## src/rtl/core/gmds_pkg.sv

```systemverilog
// ----------------------------------------------------------------------------
// gmds_pkg
// Shared constants, codes and types of the grid maze DFS solver.
// ----------------------------------------------------------------------------
package gmds_pkg;

    localparam int MAX_ROWS_DEF = 32;
    localparam int MAX_COLS_DEF = 32;

    localparam int POS_W  = 5;
    localparam int REQ_W  = 2;
    localparam int STAT_W = 3;
    localparam int CFG_W  = 6;
    localparam int APB_DW = 32;
    localparam int APB_AW = 3;

    localparam logic [CFG_W-1:0] CFG_RST = 6'd32;

    // register select bit of paddr
    localparam logic REG_ROWS = 1'b0;
    localparam logic REG_COLS = 1'b1;

    localparam logic [REQ_W-1:0] REQ_LOAD  = 2'd0;
    localparam logic [REQ_W-1:0] REQ_START = 2'd1;
    localparam logic [REQ_W-1:0] REQ_STEP  = 2'd2;

    localparam logic [1:0] CELL_OPEN = 2'd0;
    localparam logic [1:0] CELL_PATH = 2'd2;
    localparam logic [1:0] CELL_DEAD = 2'd3;

    typedef enum logic [STAT_W-1:0] {
        ST_FWD    = 3'd0,
        ST_BACK   = 3'd1,
        ST_GOAL   = 3'd2,
        ST_NOPATH = 3'd3,
        ST_ACK    = 3'd4
    } status_t;

    typedef struct packed {
        logic clear;
        logic push;
        logic pop;
    } stack_ctl_t;

endpackage

```

## src/rtl/core/gmds_apb_regs.sv

```systemverilog
// ----------------------------------------------------------------------------
// gmds_apb_regs
// APB register file for rows/cols in use; derives the clamped goal cell.
// ----------------------------------------------------------------------------
module gmds_apb_regs #(
    parameter int MAX_ROWS = gmds_pkg::MAX_ROWS_DEF,
    parameter int MAX_COLS = gmds_pkg::MAX_COLS_DEF
) (
    input  logic                          clk,
    input  logic                          rst_n,
    input  logic                          psel,
    input  logic                          penable,
    input  logic                          pwrite,
    input  logic [gmds_pkg::APB_AW-1:0]   paddr,
    input  logic [gmds_pkg::APB_DW-1:0]   pwdata,
    output logic [gmds_pkg::APB_DW-1:0]   prdata,
    output logic                          pready,
    output logic [$clog2(MAX_ROWS)-1:0]   goal_row,
    output logic [$clog2(MAX_COLS)-1:0]   goal_col
);
    localparam int RW = $clog2(MAX_ROWS);
    localparam int CW = $clog2(MAX_COLS);

    logic [gmds_pkg::CFG_W-1:0] rows_reg;
    logic [gmds_pkg::CFG_W-1:0] cols_reg;
    logic                       wr_en;

    assign pready = 1'b1;
    assign wr_en  = psel && penable && pwrite;

    always_ff @(posedge clk or negedge rst_n)
    begin
        if (!rst_n)
        begin
            rows_reg <= gmds_pkg::CFG_RST;
            cols_reg <= gmds_pkg::CFG_RST;
        end
        else if (wr_en)
        begin
            if (paddr[2] == gmds_pkg::REG_ROWS)
                rows_reg <= pwdata[gmds_pkg::CFG_W-1:0];
            else
                cols_reg <= pwdata[gmds_pkg::CFG_W-1:0];
        end
    end

    always_comb
    begin
        if (paddr[2] == gmds_pkg::REG_ROWS)
            prdata = gmds_pkg::APB_DW'(rows_reg);
        else
            prdata = gmds_pkg::APB_DW'(cols_reg);
    end

    // zero counts as one, anything above the maximum counts as the maximum
    always_comb
    begin
        if (rows_reg == '0)
            goal_row = '0;
        else if (32'(rows_reg) > MAX_ROWS)
            goal_row = RW'(MAX_ROWS - 1);
        else
            goal_row = RW'(rows_reg - 6'd1);

        if (cols_reg == '0)
            goal_col = '0;
        else if (32'(cols_reg) > MAX_COLS)
            goal_col = CW'(MAX_COLS - 1);
        else
            goal_col = CW'(cols_reg - 6'd1);
    end
endmodule

```

## config.mk

```make
export PLATFORM = sky130hd
export DESIGN_NAME = gmds_apb_regs
export DESIGN_NICKNAME = d
export VERILOG_FILES = /design/src/rtl/core/gmds_pkg.sv /design/src/rtl/core/gmds_apb_regs.sv
export SDC_FILE = /design/constraint.sdc
export NUM_CORES = 1
export LEC_CHECK = 0
export BUFFER_PORTS_ARGS = -buffer_cell sky130_fd_sc_hd__buf_2
export CAP_MARGIN = 10
export CORE_ASPECT_RATIO = 1.25
export CORE_UTILIZATION = 42
export CTS_BUF_LIST = sky130_fd_sc_hd__clkbuf_4 sky130_fd_sc_hd__clkbuf_8 sky130_fd_sc_hd__clkbuf_16
export DETAILED_ROUTE_END_ITERATION = 8
export MAX_ROUTING_LAYER = met4
export PLACE_DENSITY = 0.86
export SYNTH_ARGS = -nofsm -noshare
export SYNTH_HDL_FRONTEND = slang
export SYNTH_SLANG_ARGS = --single-unit
```

## constraint.sdc

```tcl
create_clock -name clk -period 3.15 [get_ports clk]
set_input_delay 0.4725 -clock clk [delete_from_list [all_inputs] [get_ports clk]]
set_output_delay 0.4725 -clock clk [all_outputs]
set_load 0.05 [all_outputs]
```

# After elaboration in Yosys (flattened, before gate mapping)

Cells that the tools add are included.

ROM bits: 0
Memory bits (writable): 0
Memories: 0
Bits in latches: 0
Register bits: 12
Input bits: 40

Bitwise operators: 1
Shift operators: 0
Mux-type cells: 5
Multiply operators: 0
Eq/ne operators: 0
$lt $le $gt $ge: 2
Reduce and logical (&&, ||, !) cells: 6
Divide/modulo/power cells: 0
Add/sub/neg operators: 2

Operator list:

| cell                                                               | number |
|---|---|
| 5-bit 2-to-1 mux                                                   | 4 |
| 6-bit > comparator, second input constant                          | 2 |
| 6-bit logical NOT                                                  | 2 |
| 5-bit by 1-bit subtractor with 5-bit output, second input constant | 2 |
| 6-bit 2-to-1 mux                                                   | 1 |
| 2-bit AND reduction                                                | 2 |
| 1-bit logical AND                                                  | 2 |
| 1-bit NOT                                                          | 1 |

# Logic depth before layout (Yosys ltp)

Depth in word-level cells: 3
Depth in mapped cells: 5
Depth with buffers taken out: 5

# Least setup slack after synthesis

OpenSTA, ideal clock, no wires.

Kind: reg2out
Start point: register rows_reg[5] (netlist name)
End point: output port goal_row[3]
Required time: 2677 ps
Path buffers: 1
Stages on the path, launching flop included: 4
Setup slack: 753 ps
Arrival time: 1925 ps
Cell sequence: dfstp_2 > clkbuf_1 > nor3_1 > nor3_1

Cells in the longest elaborated chain, start to end: 3
Elaborated cells between the ends (all ways): 4
Those cells by class: order compare (1); mux (2); reduce/logical (1)

RTL lines:

| element                | RTL line            | source |
|---|---|---|
| from (decl)            | gmds_apb_regs.sv:24 | `logic [gmds_pkg::CFG_W-1:0] rows_reg;` |
| from (signal assigned) | gmds_apb_regs.sv:35 | `rows_reg <= gmds_pkg::CFG_RST;` |
| from (signal assigned) | gmds_apb_regs.sv:41 | `rows_reg <= pwdata[gmds_pkg::CFG_W-1:0];` |
| 6-bit > comparator     | gmds_apb_regs.sv:60 | `else if (32'(rows_reg) > MAX_ROWS)` |
| 5-bit 2-to-1 mux       | gmds_apb_regs.sv:60 |  |
| 5-bit 2-to-1 mux (*)   | gmds_apb_regs.sv:58 | `if (rows_reg == '0)` |
| to (decl)              | gmds_apb_regs.sv:18 | `output logic [$clog2(MAX_ROWS)-1:0] goal_row,` |

Every way passes the cells marked *; elsewhere a longest branch is shown, timed or not.

# Worst setup path after layout

Start point: register cols_reg[0] (netlist name)
End point: output port goal_col[3]

Cells in the longest elaborated chain, start to end: 3
Elaborated cells between the ends (all ways): 5
Those cells by class: add/sub (1); order compare (1); mux (2); reduce/logical (1)

RTL lines:

| element                                                                                  | RTL line                                 | source |
|---|---|---|
| from (decl)                                                                              | gmds_apb_regs.sv:25                      | `logic [gmds_pkg::CFG_W-1:0] cols_reg;` |
| from (signal assigned)                                                                   | gmds_apb_regs.sv:36                      | `cols_reg <= gmds_pkg::CFG_RST;` |
| from (signal assigned)                                                                   | gmds_apb_regs.sv:43                      | `cols_reg <= pwdata[gmds_pkg::CFG_W-1:0];` |
| 5-bit by 1-bit subtractor with 5-bit output / 6-bit > comparator (equally long branches) | gmds_apb_regs.sv:70, gmds_apb_regs.sv:67 |  |
| 5-bit 2-to-1 mux                                                                         | gmds_apb_regs.sv:67                      | `else if (32'(cols_reg) > MAX_COLS)` |
| 5-bit 2-to-1 mux (*)                                                                     | gmds_apb_regs.sv:65                      | `if (cols_reg == '0)` |
| to (decl)                                                                                | gmds_apb_regs.sv:19                      | `output logic [$clog2(MAX_COLS)-1:0] goal_col` |

Marks and branches as above.

==> results.sh <==
export IMPL_status="finished, final reports clean"
export IMPL_reg2regPathDepth=1
export IMPL_ios=83
export IMPL_finClkSkew_ns=0
export IMPL_syn_area_um2=1060
export IMPL_cts_tree="built"
export IMPL_power_density_nw_per_um2=824
export IMPL_ir_worst_vdd_uv=579
export IMPL_cp_start_kind="register"
export IMPL_antenna_found_initial=0
export IMPL_overflow=0
export IMPL_slowest_delay_ns=0.48
export IMPL_num_fill_cells=235
export IMPL_synth_async_reset_ratio_pct=100
export IMPL_clkTransAtPathRegs_ns=0.08
export IMPL_antennaDiodeCount=0
export IMPL_critPathKind="register to output pin"
export IMPL_drcViolationCount=0
export IMPL_crit_path_max_fanout=6
export IMPL_ys_ff_latch=12
export IMPL_cts_setup_buffers=0
export IMPL_fin_nets=190
export IMPL_synth_edf_count=0
export IMPL_port_buffers=27
export IMPL_htreeDepth=1
export IMPL_ant_nets=0
export IMPL_critical_path_slowest_cell="or4b_4"
export IMPL_p_leak_uw=0.000571
export IMPL_crit_chain="inv_1, ha_1, or4b_4, o32a_1, o21a_1, buf_2"
export IMPL_die_x_um=47.0
export IMPL_hold_path_class="input port to async pin"
export IMPL_cts_buffers=3
export IMPL_pre_cts_slack_ns=1.01
export IMPL_drv_slew=0
export IMPL_hold_violations=0
export IMPL_holdBufCountCts=0
export IMPL_die_area_um2=2740
export IMPL_die_h_um=58.3
export IMPL_vias=876
export IMPL_setup_viol=0
export IMPL_cts_max_path_buffers=2
export IMPL_rsz0062_at_grt="no"
export IMPL_layout_common_cells="conb_1, buf_2, mux2_2"
export IMPL_cp_data_required_time_ns=2.68
export IMPL_yosysWarningCount=0
export IMPL_endpoint_kind="output pin"
export IMPL_synthesis_instances=119
export IMPL_yosysSeqAreaShare_pct=28.4
export IMPL_start_util_pct=43.9
export IMPL_syn_to_final_growth_pct=8.23
export IMPL_dr_pass1_iters=4
export IMPL_fin_ws_ns=0.696
export IMPL_drt_iter0_drc=8
export IMPL_grt_pass1_wl_um=3110
export IMPL_avgRoutedWirePerCell_um=10.5
export IMPL_drive_above_1_share_pct=34.5
export IMPL_grt_max_degree=13
export IMPL_rr_startpoint="rows_reg[5]"
export IMPL_fin_crit_sh_pct=77.9
export IMPL_rrSetupSlack_ns=2.28
export IMPL_coreArea_um2=2430
export IMPL_post_cts_resized=0
export IMPL_cts_root_buffer="clkbuf_4"
export IMPL_wirelength_um=1870
export IMPL_timing_setup_tns_ns=0
export IMPL_dp_hpwl_um=1510
export IMPL_max_freq_mhz=408
export IMPL_min_period_ns=2.45
export IMPL_grt_usage_pct=16.4
export IMPL_num_rows=20
export IMPL_clk_latency_ns=0.28
export IMPL_first_global_vias=715
export IMPL_syn_area_per_cell_um2=8.95
export IMPL_synthFlopType="dfrtp_1"
export IMPL_cap_violations=0
export IMPL_crit_arrival_ns=1.98
export IMPL_r2r_end="rows_reg[5]"
export IMPL_synth_cell_type_count=28
export IMPL_place_congestion=0.743
export IMPL_cts_sinks=12
export IMPL_via_per_inst=4.92
-- cell families after synthesis --
family | share of synthesized area [%]
mux | 15.9
compound gates | 13.2
fa+ha+maj | 4.70
simple gates | 14.5
flops | 28.4
buf+inv | 22.7
other cells | 0.705
-- final cells by class --
| type | instances | area [um^2] | share of cell area, % |
|---|---|---|---|
| Timing Repair Buffer | 27 | 135 | 11.7 |
| Inverter | 6 | 22.5 | 1.95 |
| Sequential cell | 12 | 303 | 26.3 |
| Clock buffer | 4 | 36.3 | 3.15 |
| Tap cell | 33 | 41.3 | 3.58 |
| Multi-Input combinational cell | 96 | 614 | 53.3 |
-- metrics by stage --
step	hold slack [ns]	instances	instance area [um^2]	utilization (%)	power [uW]
final	0.0491	178	1150	47.5	949
after global routing	0.0670	178	1150	47.5	1010
after CTS	0.0485	178	1150	47.5	956
after detailed placement	0.355	174	1120	46.0	830
after global placement	0.356	174	1120	46.0	823
after floorplan	0.177	144	1160	-	754
-- routing by layer --
metal / vias to the layer above / GRT usage, % / part of all wire [%]
met3: 3 / 1.23 / 5.5
met5: - / - / 0
met1: 402 / 19.1 / 41
li1: 420 / - / -
met4: 0 / 8.57 / 1.9
met2: 51 / 27.4 / 52
-- synth_stat cells, drive strengths merged, types with 2 or more instances --
cell | number | area, um^2
nand2 | 7 | 26.3
or4b | 2 | 23.8
o221ai | 2 | 17.5
inv | 6 | 22.5
o21a | 2 | 15.0
a31oi | 2 | 12.5
o21ai | 4 | 20.0
a211oi | 3 | 22.5
nor2 | 7 | 26.3
dfstp | 2 | 52.6
conb | 2 | 7.51
mux2 | 15 | 169
dfrtp | 10 | 250
ha | 4 | 50.1
nor3 | 4 | 20.0
buf | 29 | 215
a21oi | 7 | 35.0
nand2b | 3 | 18.8
-- report_power, final --
part / total, uW / switching (uW) / leakage (uW) / internal, uW
sequential: 254 / 61.6 / 0.000141 / 193
clock: 124 / 53.1 / 0.0000210 / 70.4
combinational: 571 / 418 / 0.000409 / 153
-- worst max path at each step --
stage / start / end / slack [ns] / cells after the start
2_1_floorplan: rows_reg[5] / goal_row[3] / 0.75 / 3
3_5_place_dp: cols_reg[0] / goal_col[3] / 1.01 / 6
6_report: cols_reg[0] / goal_col[3] / 0.70 / 6
5_1_grt: cols_reg[0] / goal_col[3] / 0.61 / 6
3_3_place_gp: cols_reg[0] / goal_col[3] / 1.01 / 6
4_1_cts: cols_reg[0] / goal_col[3] / 0.69 / 6
-- critical path: cells and delay by family, from the launching register on --
family / cells / cell delay (ns)
simple gates: 1 / 0.48
flops: 1 / 0.45
buf+inv: 2 / 0.30
compound gates: 2 / 0.28
fa+ha+maj: 1 / 0.18
No activity file was read; power rests on OpenSTA's default activity.
