==> config.mk <==
export PLATFORM = sky130hd
export DESIGN_NAME = gmds_walker
export DESIGN_NICKNAME = d
export VERILOG_FILES = /design/src/rtl/core/gmds_pkg.sv /design/src/rtl/core/gmds_walker.sv
export SDC_FILE = /design/constraint.sdc
export NUM_CORES = 2
export LEC_CHECK = 0
export ABC_AREA = 0
export BUFFER_PORTS_ARGS = -buffer_cell sky130_fd_sc_hd__buf_4
export CAP_MARGIN = 20
export CELL_PAD_IN_SITES_DETAIL_PLACEMENT = 1
export CELL_PAD_IN_SITES_GLOBAL_PLACEMENT = 2
export CORE_MARGIN = 5
export CORE_UTILIZATION = 41
export CTS_CLUSTER_SIZE = 8
export DETAILED_ROUTE_END_ITERATION = 6
export PLACE_DENSITY = 0.74
export RECOVER_POWER = 25
export SETUP_SLACK_MARGIN = 0.2
export SYNTH_ARGS = -nofsm -noshare
export SYNTH_HDL_FRONTEND = slang
export SYNTH_SLANG_ARGS = --single-unit
==> constraint.sdc <==
create_clock -name clk -period 19.2 [get_ports clk]
set_input_delay 1.92 -clock clk [delete_from_list [all_inputs] [get_ports clk]]
set_output_delay 1.92 -clock clk [all_outputs]
set_load 0.005 [all_outputs]
==> src/rtl/core/gmds_pkg.sv <==
// ----------------------------------------------------------------------------
// gmds_pkg
// Shared constants, codes and types of the grid maze DFS solver.
// ----------------------------------------------------------------------------
package gmds_pkg;

    localparam int MAX_ROWS_DEF = 32;
    localparam int MAX_COLS_DEF = 32;

    localparam int POS_W  = 5;
    localparam int REQ_W  = 2;
    localparam int STAT_W = 3;
    localparam int CFG_W  = 6;
    localparam int APB_DW = 32;
    localparam int APB_AW = 3;

    localparam logic [CFG_W-1:0] CFG_RST = 6'd32;

    // register select bit of paddr
    localparam logic REG_ROWS = 1'b0;
    localparam logic REG_COLS = 1'b1;

    localparam logic [REQ_W-1:0] REQ_LOAD  = 2'd0;
    localparam logic [REQ_W-1:0] REQ_START = 2'd1;
    localparam logic [REQ_W-1:0] REQ_STEP  = 2'd2;

    localparam logic [1:0] CELL_OPEN = 2'd0;
    localparam logic [1:0] CELL_PATH = 2'd2;
    localparam logic [1:0] CELL_DEAD = 2'd3;

    typedef enum logic [STAT_W-1:0] {
        ST_FWD    = 3'd0,
        ST_BACK   = 3'd1,
        ST_GOAL   = 3'd2,
        ST_NOPATH = 3'd3,
        ST_ACK    = 3'd4
    } status_t;

    typedef struct packed {
        logic clear;
        logic push;
        logic pop;
    } stack_ctl_t;

endpackage

==> src/rtl/core/gmds_walker.sv <==
// ----------------------------------------------------------------------------
// gmds_walker
// Cell RAM and walker sequencer: reads the four neighbors one per cycle,
// then marks, pushes or pops and moves.
// ----------------------------------------------------------------------------
module gmds_walker #(
    parameter int MAX_ROWS = gmds_pkg::MAX_ROWS_DEF,
    parameter int MAX_COLS = gmds_pkg::MAX_COLS_DEF
) (
    input  logic                                        clk,
    input  logic                                        rst_n,
    input  logic                                        in_valid,
    output logic                                        in_ready,
    input  logic [gmds_pkg::REQ_W-1:0]                  req_type,
    input  logic [gmds_pkg::POS_W-1:0]                  cell_row,
    input  logic [gmds_pkg::POS_W-1:0]                  cell_col,
    input  logic                                        is_wall,
    input  logic [$clog2(MAX_ROWS)-1:0]                 goal_row,
    input  logic [$clog2(MAX_COLS)-1:0]                 goal_col,
    output gmds_pkg::stack_ctl_t                        stk_ctl,
    output logic [$clog2(MAX_ROWS)+$clog2(MAX_COLS)-1:0] stk_data,
    input  logic                                        stk_empty,
    input  logic [$clog2(MAX_ROWS)+$clog2(MAX_COLS)-1:0] stk_top,
    output logic                                        res_valid,
    input  logic                                        res_take,
    output logic [gmds_pkg::POS_W-1:0]                  res_row,
    output logic [gmds_pkg::POS_W-1:0]                  res_col,
    output logic [gmds_pkg::STAT_W-1:0]                 res_status
);
    localparam int RW    = $clog2(MAX_ROWS);
    localparam int CW    = $clog2(MAX_COLS);
    localparam int AW    = RW + CW;
    localparam int CELLS = 1 << AW;

    typedef enum logic [1:0] {
        S_IDLE,
        S_READ,
        S_DECIDE,
        S_RESP
    } state_t;

    state_t              state_reg,  state_next;
    logic [RW-1:0]       row_reg,    row_next;
    logic [CW-1:0]       col_reg,    col_next;
    logic                fin_reg,    fin_next;
    logic [1:0]          dir_reg,    dir_next;
    logic [2:0]          open_reg,   open_next;
    gmds_pkg::status_t   status_reg, status_next;

    logic [1:0]          cell_mem [CELLS];
    logic [1:0]          cell_rd_reg;
    logic                cwe;
    logic [AW-1:0]       cwaddr;
    logic [1:0]          cwdata;
    logic [AW-1:0]       craddr;

    logic [RW:0]         nb_row [4];
    logic [CW:0]         nb_col [4];
    logic [3:0]          nb_ok;
    logic [3:0]          open_all;
    logic [1:0]          sel;
    logic                found;
    logic [RW-1:0]       mv_row;
    logic [CW-1:0]       mv_col;
    logic                here_goal;
    logic                mv_goal;

    assign in_ready   = (state_reg == S_IDLE);
    assign res_valid  = (state_reg == S_RESP);
    assign res_row    = gmds_pkg::POS_W'(row_reg);
    assign res_col    = gmds_pkg::POS_W'(col_reg);
    assign res_status = status_reg;
    assign here_goal  = (row_reg == goal_row) && (col_reg == goal_col);

    // neighbors in order right, down, up, left; underflow wraps above the goal
    always_comb
    begin
        nb_row[0] = {1'b0, row_reg};
        nb_col[0] = {1'b0, col_reg} + 1'b1;
        nb_row[1] = {1'b0, row_reg} + 1'b1;
        nb_col[1] = {1'b0, col_reg};
        nb_row[2] = {1'b0, row_reg} - 1'b1;
        nb_col[2] = {1'b0, col_reg};
        nb_row[3] = {1'b0, row_reg};
        nb_col[3] = {1'b0, col_reg} - 1'b1;
        for (int d = 0; d < 4; d++)
            nb_ok[d] = (nb_row[d] <= {1'b0, goal_row}) && (nb_col[d] <= {1'b0, goal_col});
    end

    assign craddr   = {nb_row[dir_reg][RW-1:0], nb_col[dir_reg][CW-1:0]};
    assign open_all = {cell_rd_reg == gmds_pkg::CELL_OPEN, open_reg} & nb_ok;

    always_comb
    begin
        sel   = 2'd0;
        found = 1'b0;
        for (int d = 3; d >= 0; d--)
        begin
            if (open_all[d])
            begin
                sel   = 2'(d);
                found = 1'b1;
            end
        end
    end

    assign mv_row  = nb_row[sel][RW-1:0];
    assign mv_col  = nb_col[sel][CW-1:0];
    assign mv_goal = (mv_row == goal_row) && (mv_col == goal_col);

    always_comb
    begin
        state_next  = state_reg;
        row_next    = row_reg;
        col_next    = col_reg;
        fin_next    = fin_reg;
        dir_next    = dir_reg;
        open_next   = open_reg;
        status_next = status_reg;
        cwe         = 1'b0;
        cwaddr      = {row_reg, col_reg};
        cwdata      = gmds_pkg::CELL_PATH;
        stk_ctl     = '0;
        stk_data    = {row_reg, col_reg};

        case (state_reg)
            S_IDLE:
            begin
                if (in_valid)
                begin
                    status_next = gmds_pkg::ST_ACK;
                    state_next  = S_RESP;
                    case (req_type)
                        gmds_pkg::REQ_LOAD:
                        begin
                            if ((32'(cell_row) < MAX_ROWS) && (32'(cell_col) < MAX_COLS))
                            begin
                                cwe    = 1'b1;
                                cwaddr = {RW'(cell_row), CW'(cell_col)};
                                cwdata = {1'b0, is_wall};
                            end
                        end
                        gmds_pkg::REQ_START:
                        begin
                            row_next      = '0;
                            col_next      = '0;
                            fin_next      = 1'b0;
                            stk_ctl.clear = 1'b1;
                        end
                        gmds_pkg::REQ_STEP:
                        begin
                            if (fin_reg)
                                status_next = (here_goal && !stk_empty) ?
                                              gmds_pkg::ST_GOAL : gmds_pkg::ST_NOPATH;
                            else
                            begin
                                dir_next   = 2'd0;
                                state_next = S_READ;
                            end
                        end
                        default:
                        begin
                            status_next = gmds_pkg::ST_ACK;
                        end
                    endcase
                end
            end
            S_READ:
            begin
                if (dir_reg != 2'd0)
                    open_next[dir_reg - 2'd1] = (cell_rd_reg == gmds_pkg::CELL_OPEN);
                dir_next = dir_reg + 2'd1;
                if (dir_reg == 2'd3)
                    state_next = S_DECIDE;
            end
            S_DECIDE:
            begin
                state_next = S_RESP;
                if (found)
                begin
                    cwe          = 1'b1;
                    cwdata       = gmds_pkg::CELL_PATH;
                    stk_ctl.push = 1'b1;
                    row_next     = mv_row;
                    col_next     = mv_col;
                    fin_next     = mv_goal;
                    status_next  = mv_goal ? gmds_pkg::ST_GOAL : gmds_pkg::ST_FWD;
                end
                else if (stk_empty)
                begin
                    fin_next    = 1'b1;
                    status_next = gmds_pkg::ST_NOPATH;
                end
                else
                begin
                    cwe         = 1'b1;
                    cwdata      = gmds_pkg::CELL_DEAD;
                    stk_ctl.pop = 1'b1;
                    row_next    = stk_top[AW-1:CW];
                    col_next    = stk_top[CW-1:0];
                    if ((stk_top[AW-1:CW] == goal_row) && (stk_top[CW-1:0] == goal_col))
                    begin
                        fin_next    = 1'b1;
                        status_next = gmds_pkg::ST_GOAL;
                    end
                    else
                        status_next = gmds_pkg::ST_BACK;
                end
            end
            S_RESP:
            begin
                if (res_take)
                    state_next = S_IDLE;
            end
            default:
            begin
                state_next = S_IDLE;
            end
        endcase
    end

    always_ff @(posedge clk or negedge rst_n)
    begin
        if (!rst_n)
        begin
            state_reg  <= S_IDLE;
            row_reg    <= '0;
            col_reg    <= '0;
            fin_reg    <= 1'b0;
            dir_reg    <= 2'd0;
            open_reg   <= '0;
            status_reg <= gmds_pkg::ST_ACK;
        end
        else
        begin
            state_reg  <= state_next;
            row_reg    <= row_next;
            col_reg    <= col_next;
            fin_reg    <= fin_next;
            dir_reg    <= dir_next;
            open_reg   <= open_next;
            status_reg <= status_next;
        end
    end

    always_ff @(posedge clk)
    begin
        if (cwe)
            cell_mem[cwaddr] <= cwdata;
        cell_rd_reg <= cell_mem[craddr];
    end
endmodule

---- Yosys cells after proc, flatten, opt, wreduce, memory -nomap -nowiden ----
Memory sizes are Yosys's and may differ from the RTL's. A register that Yosys moved wholly into a read port is not among the register bits.
Index checks and enable logic that the tools add are counted.
word-level totals
  memories kept ........................... 1
  bits in latches ......................... 0
  bits in read-only memories .............. 0
  RAM bits ................................ 2048
  register bits ........................... 21
  input port bits ......................... 38
  output and inout port bits .............. 28
  logic and storage cells ................. 146
cells by class
  reduce and logical (&&, ||, !) cells .... 22
  bitwise gates (word level) .............. 3
  add/subtract/negate cells ............... 6
  div/mod/pow operators ................... 0
  $lt $le $gt $ge ......................... 10
  equal/unequal tests ..................... 20
  multiplexer cells ....................... 77
  shift operators ......................... 0
  multipliers ............................. 0
memory list
  memory    words  bits a word  read ports  clocked after memory_dff  write ports  RTL line           source
  cell_mem  1024   2            1           1                         1            gmds_walker.sv:50  logic [1:0] cell_mem [CELLS];
operators by type and width
  kind                                                      count
  two-way mux 5 bit                                         14
  binary-select mux 6 bit (select 2 bit)                    4
  two-way mux 2 bit                                         19
  equality test 5 bit                                       6
  two-way mux 10 bit                                        3
  <= comparator 6 x 5 -> 1 bit                              4
  two-way mux 1 bit                                         24
  one-hot mux 5 bit (2 select lines)                        2
  adder 5 x 1 -> 6 bit, second input constant               2
  AND reduction 4 bit                                       3
  subtractor 5 x 1 -> 6 bit, second input constant          2
  <= comparator 5 bit                                       2
  logical AND 1 bit                                         9
  two-way mux 3 bit                                         3
  equality test 2 bit, second input constant                4
  one-hot mux 2 bit (2 select lines)                        2
  one-hot mux 2 bit (4 select lines)                        1
  greater-or-equal comparator 3 bit, second input constant  2
  zero test 2 bit                                           3
  != test 2 x 1 -> 1 bit, second input constant             3
  != test 2 bit, second input constant                      3
  NOT 2 -> 3 bit                                            2
  one-hot mux 3 bit (2 select lines)                        1
  nonzero test 2 bit                                        3
  other kinds (14)                                          17

---- Longest topological paths before layout ----
  word-level depth ........................ 17
  gate-level depth with buffers ........... 27
  mapped depth without buffers ............ 16

---- Least setup slack after synthesis ----
No wires, ideal clock.
  kind .................................... reg2reg
  start point ............................. register col_reg[1] (netlist: res_col[1])
  end point ............................... memory cell_mem[0][0] (data pin)
  slack ................................... 813 ps
  period minus slack after synthesis ...... 18387 ps
  buffers on the path ..................... 10
  arrival ................................. 15807 ps
  cell stages (with the launch flop) ...... 24
  data required time ...................... 16620 ps
  path through ............................ dfrtp_1 > buf_4 > buf_4 > buf_4 > buf_4 > inv_1 > ha_1 > buf_2 > buf_2 > buf_2 > buf_2 > buf_2 > inv_1 > ha_1 > nor2b_1 > o21ai_0 > a21oi_1 > nor2_1 > and2_1 > a211oi_1 > clkbuf_1 > nand2_1 > nor2_1 > a21o_1
on the way
  cells in the longest elaborated chain, start to end .. 10
  elaborated cells between the ends (all ways) .. 16
ends and longest elaborated chain
  what                                  RTL line            source
  start: declaration                    gmds_walker.sv:44   logic [CW-1:0] col_reg, col_next;
  start signal: assignment              gmds_walker.sv:238  col_reg <= col_next;
  subtractor 5 x 1 -> 6 bit             gmds_walker.sv:85   nb_col[3] = {1'b0, col_reg} - 1'b1;
  <= comparator 6 x 5 -> 1 bit          gmds_walker.sv:87   nb_ok[d] = (nb_row[d] <= {1'b0, goal_row}) && (nb_col[d] <= {1'b0, goal_col});
  logical AND 1 bit                     gmds_walker.sv:87
  AND 4 bit *                           gmds_walker.sv:91   assign open_all = {cell_rd_reg == gmds_pkg::CELL_OPEN, open_reg} & nb_ok;
  two-way mux 1 bit (3 in series)       gmds_walker.sv:99   if (open_all[d])
  two-way mux 1 bit *                   gmds_walker.sv:99
  two-way mux 1 bit *                   gmds_walker.sv:179  if (found)
  one-hot mux 2 bit (2 select lines) *  gmds_walker.sv:126  case (state_reg)
  named net cwdata[0]                   gmds_walker.sv:54   logic [1:0] cwdata;
  end: declaration                      gmds_walker.sv:50
The timed path passes the listed nets; every way through them passes the cells marked *.

---- Worst setup path after layout ----
  start point ............................. input in_valid
  end point ............................... memory cell_mem[342][1] (data pin)
on the way
  cells in the longest elaborated chain, start to end .. 2
ends and longest elaborated chain
  what                                RTL line            source
  start: declaration                  gmds_walker.sv:12   input logic in_valid,
  two-way mux 2 bit                   gmds_walker.sv:129  if (in_valid)
  one-hot mux 2 bit (2 select lines)  gmds_walker.sv:126
  named net cwdata[1]                 gmds_walker.sv:54
The timed path passes the listed nets, and every way through them passes these cells.

==> metrics.csv <==
metric;value;unit
status;finished with violations;
failing checks;design-rule violations, max-capacitance violations, max-slew violations;
worst hold slack;513;ps
number of synthesized flops with an enable pin;2048;
normalized max-slew margin;-204;%
number of distinct library cells after synthesis;94;
most common cell after layout, fill and taps aside;edfxtp_1;
largest net degree at the start of global routing;234;
first-pass GRT wire length;503000;µm
R2R setup slack;6920;ps
Hold Crit Start;open_reg[1];
final antenna-violating net count;0;
number of global-route vias before repair;68900;
crit share post-route;65.4;%
Die Ht;490;µm
Setup CP Type;input port to flop;
Post-synth ARST share;1.01;%
Synth top area share;65.1;%
Crit. End Element;flop;
maximum VDD drop;0.282;mV
fin. max-slew vios;943;
detailed-placement wirelength estimate;200000;µm
drt first-iter violations;7601;
drt first pass iters;7;
sequential-to-total area share from yosys stat;65.7;%
DR vias/cell;6.30;
FMAX;79.6;MHz
synth top area cells;edfxtp_1 (65%), mux2i_1 (5.2%), nand2_1 (5.1%), nor2_1 (4.8%), mux4_2 (2.8%);
CP dominant cell by count;clkbuf_1;
Largest delay share family, worst path;buffers and inverters;
Fin Clk Skew;58.9;ps
max reg flops;2048;
cts repair resizes;0;
Final #Nets;7740;
CTS tree;built;
Die X;490;µm
Reg area;62100;µm²
die area;240000;µm²
TritonCTS buffer count;310;
I/O Buffers;65;
hold crit path type;flop to flop;
Biggest register;cell_mem;
Worst EP required;19770;ps
final hold vios;0;
#FFs+latches synth;2071;
Worst path max stage delay;3380;ps
grt total ovfl;0;
number of remaining DRC errors;4;
Total GRT Usage;28.7;%
Row Count;176;
FILL cells;23400;
R2R depth;9;
Post-Syn Area;94500;µm²
layout cells sized above 1;10.9;%
endpoints failing setup;0;
initial antenna violation count;25;
H-tree depth;5;
post-placement worst setup slack;11770;ps
Clock Tree Root;clkbuf_16;
worst reg2reg startpoint;state_reg[0];
vias;67500;
worst-case clock buffer depth;4;
Avg WL per Cell;33.1;µm
Synth warnings;0;
shortest period the worst path allows;12560;ps
cell taking the most area after synthesis;edfxtp_1;
setup TNS;0;ps
core area;230000;µm²
fin util;46.2;%
max_cap viols;14;
initial core utilization;41.1;%
Setup WS post-layout;6640;ps
Multi-input gate area;29800;µm²
synth-to-layout area growth;12.2;%
CP cell instances;clkbuf_1 -> nand2_1 -> nor3_4 -> clkbuf_1 -> nand2_1 -> clkbuf_1 -> clkbuf_1 -> buf_4;
WHS Endpoint;open_reg[1];
most frequent cells in the layout;edfxtp_1 (2048), nand2_1 (1276), nor2_1 (1203);
Clock Latency Late Sink;960;ps
Critical Path AT;13130;ps
Least-Margin Pin Slew;4570;ps
Hold Buf Count CTS;0;
RSZ-0062 raised after global routing;false;
# IOs;66;
clock sinks;2071;
DRT Wirelength;355000;µm
clock-pin slew on the worst setup and hold paths;50;ps
hold depth;1;
Leakage;0.0334;µW
worst path bufs/invs;5;
post-synthesis net count;7784;
gp weighted congestion;0.872;
PwrDens;199;nW/µm²
crit path max fanout;100;
Avg Synthesized Cell Area;12.3;µm²
CP max-delay cell;clkbuf_1;
Post-synth top flop;edfxtp_1;
Syn Inst Count;7705;
CP Launch Type;input port;
postcts setup bufs;0;
R2R Path End;cell_mem[342][1];
[routing by layer]
metal	wire, µm	GRT usage [%]	part of all wire, %
met1	141000	38.2	40
met2	167000	46.4	47
met3	30400	5.32	8.6
met4	16200	12.1	4.6
met5	42	0	0.012
[cell families (layout without fill, tap and decap cells)]
kind of cell,Yosys count,in the layout,share of synthesized area [%]
AND/OR/NAND/NOR,3275,3275,14.4
flip-flops,2071,2071,65.7
AO/OA/AOI/OAI,965,965,6.81
buffers and inverters,665,649,3.62
multiplexers,646,646,8.47
XOR/XNOR,42,42,0.437
adder cells (fa/ha/maj),41,41,0.543
other,0,6,0
[synth_stat cells (all sizes together) (8+ instances only)]
cell type,instances
a31oi,86
ha,41
a21oi,182
clkbuf,197
mux4,119
nand2,1284
nor3,65
o2111ai,8
xor2,17
o22ai,152
o21ai,185
xnor2,24
mux2i,487
a21o,8
a32oi,31
a221oi,21
o211ai,13
o311ai,8
nor4,30
o31ai,20
o21a,10
a22oi,32
nor2b,25
or3,10
nand4,39
nand3,469
a211oi,25
and3,102
dfrtp,20
and2,8
a2111oi,16
a311oi,100
inv,31
o221ai,25
buf,436
nor2,1213
mux2,40
edfxtp,2048
[how the worst max path moves through the flow]
stage	depth (start not counted)	to	from
detailed placement	15	cell_mem[25][0]	goal_row[4]
global placement	14	cell_rd_reg[0]	res_col[1]
floorplan	23	cell_mem[0][0]	res_col[1]
finish	8	cell_mem[342][1]	in_valid
CTS	16	cell_mem[13][0]	res_col[1]
global route	8	cell_mem[349][1]	in_valid
[per-stage QoR]
step / std cells / total power, µW / cell area (µm²)
global placement: 10400 / 16200 / 97900
global route: 10700 / 22000 / 106000
CTS: 10700 / 21100 / 106000
detailed placement: 10400 / 16300 / 98000
floorplan: 7705 / 13000 / 94500
finish: 10700 / 21200 / 106000
[worst reg2reg max path, stage by stage (launching register included)]
cell	delay [ps]
dfrtp_1	390
inv_1	90
ha_1	330
nand2_1	290
nor3_4	50
clkbuf_1	650
nand2_1	2390
clkbuf_1	2890
clkbuf_1	3510
buf_4	1190
[cell type report]
cell class / count / area share [%]
flip-flops and latches: 2071 / 58.5
clock inverters: 13 / 0.136
clock buffers: 327 / 7.46
repair buffers: 277 / 2.10
well taps: 3026 / 3.57
inverters: 32 / 0.113
multi-input cells: 4969 / 28.1
diodes: 6 / 0.0142
[report_power, final]
group / internal (µW) / leakage [µW] / switching (µW)
sequential: 5310 / 0.0188 / 45.5
clock: 2880 / 0.00395 / 1900
combinational: 3150 / 0.0106 / 7870
total: 11300 / 0.0334 / 9810
(Power assumes the default switching activity.)
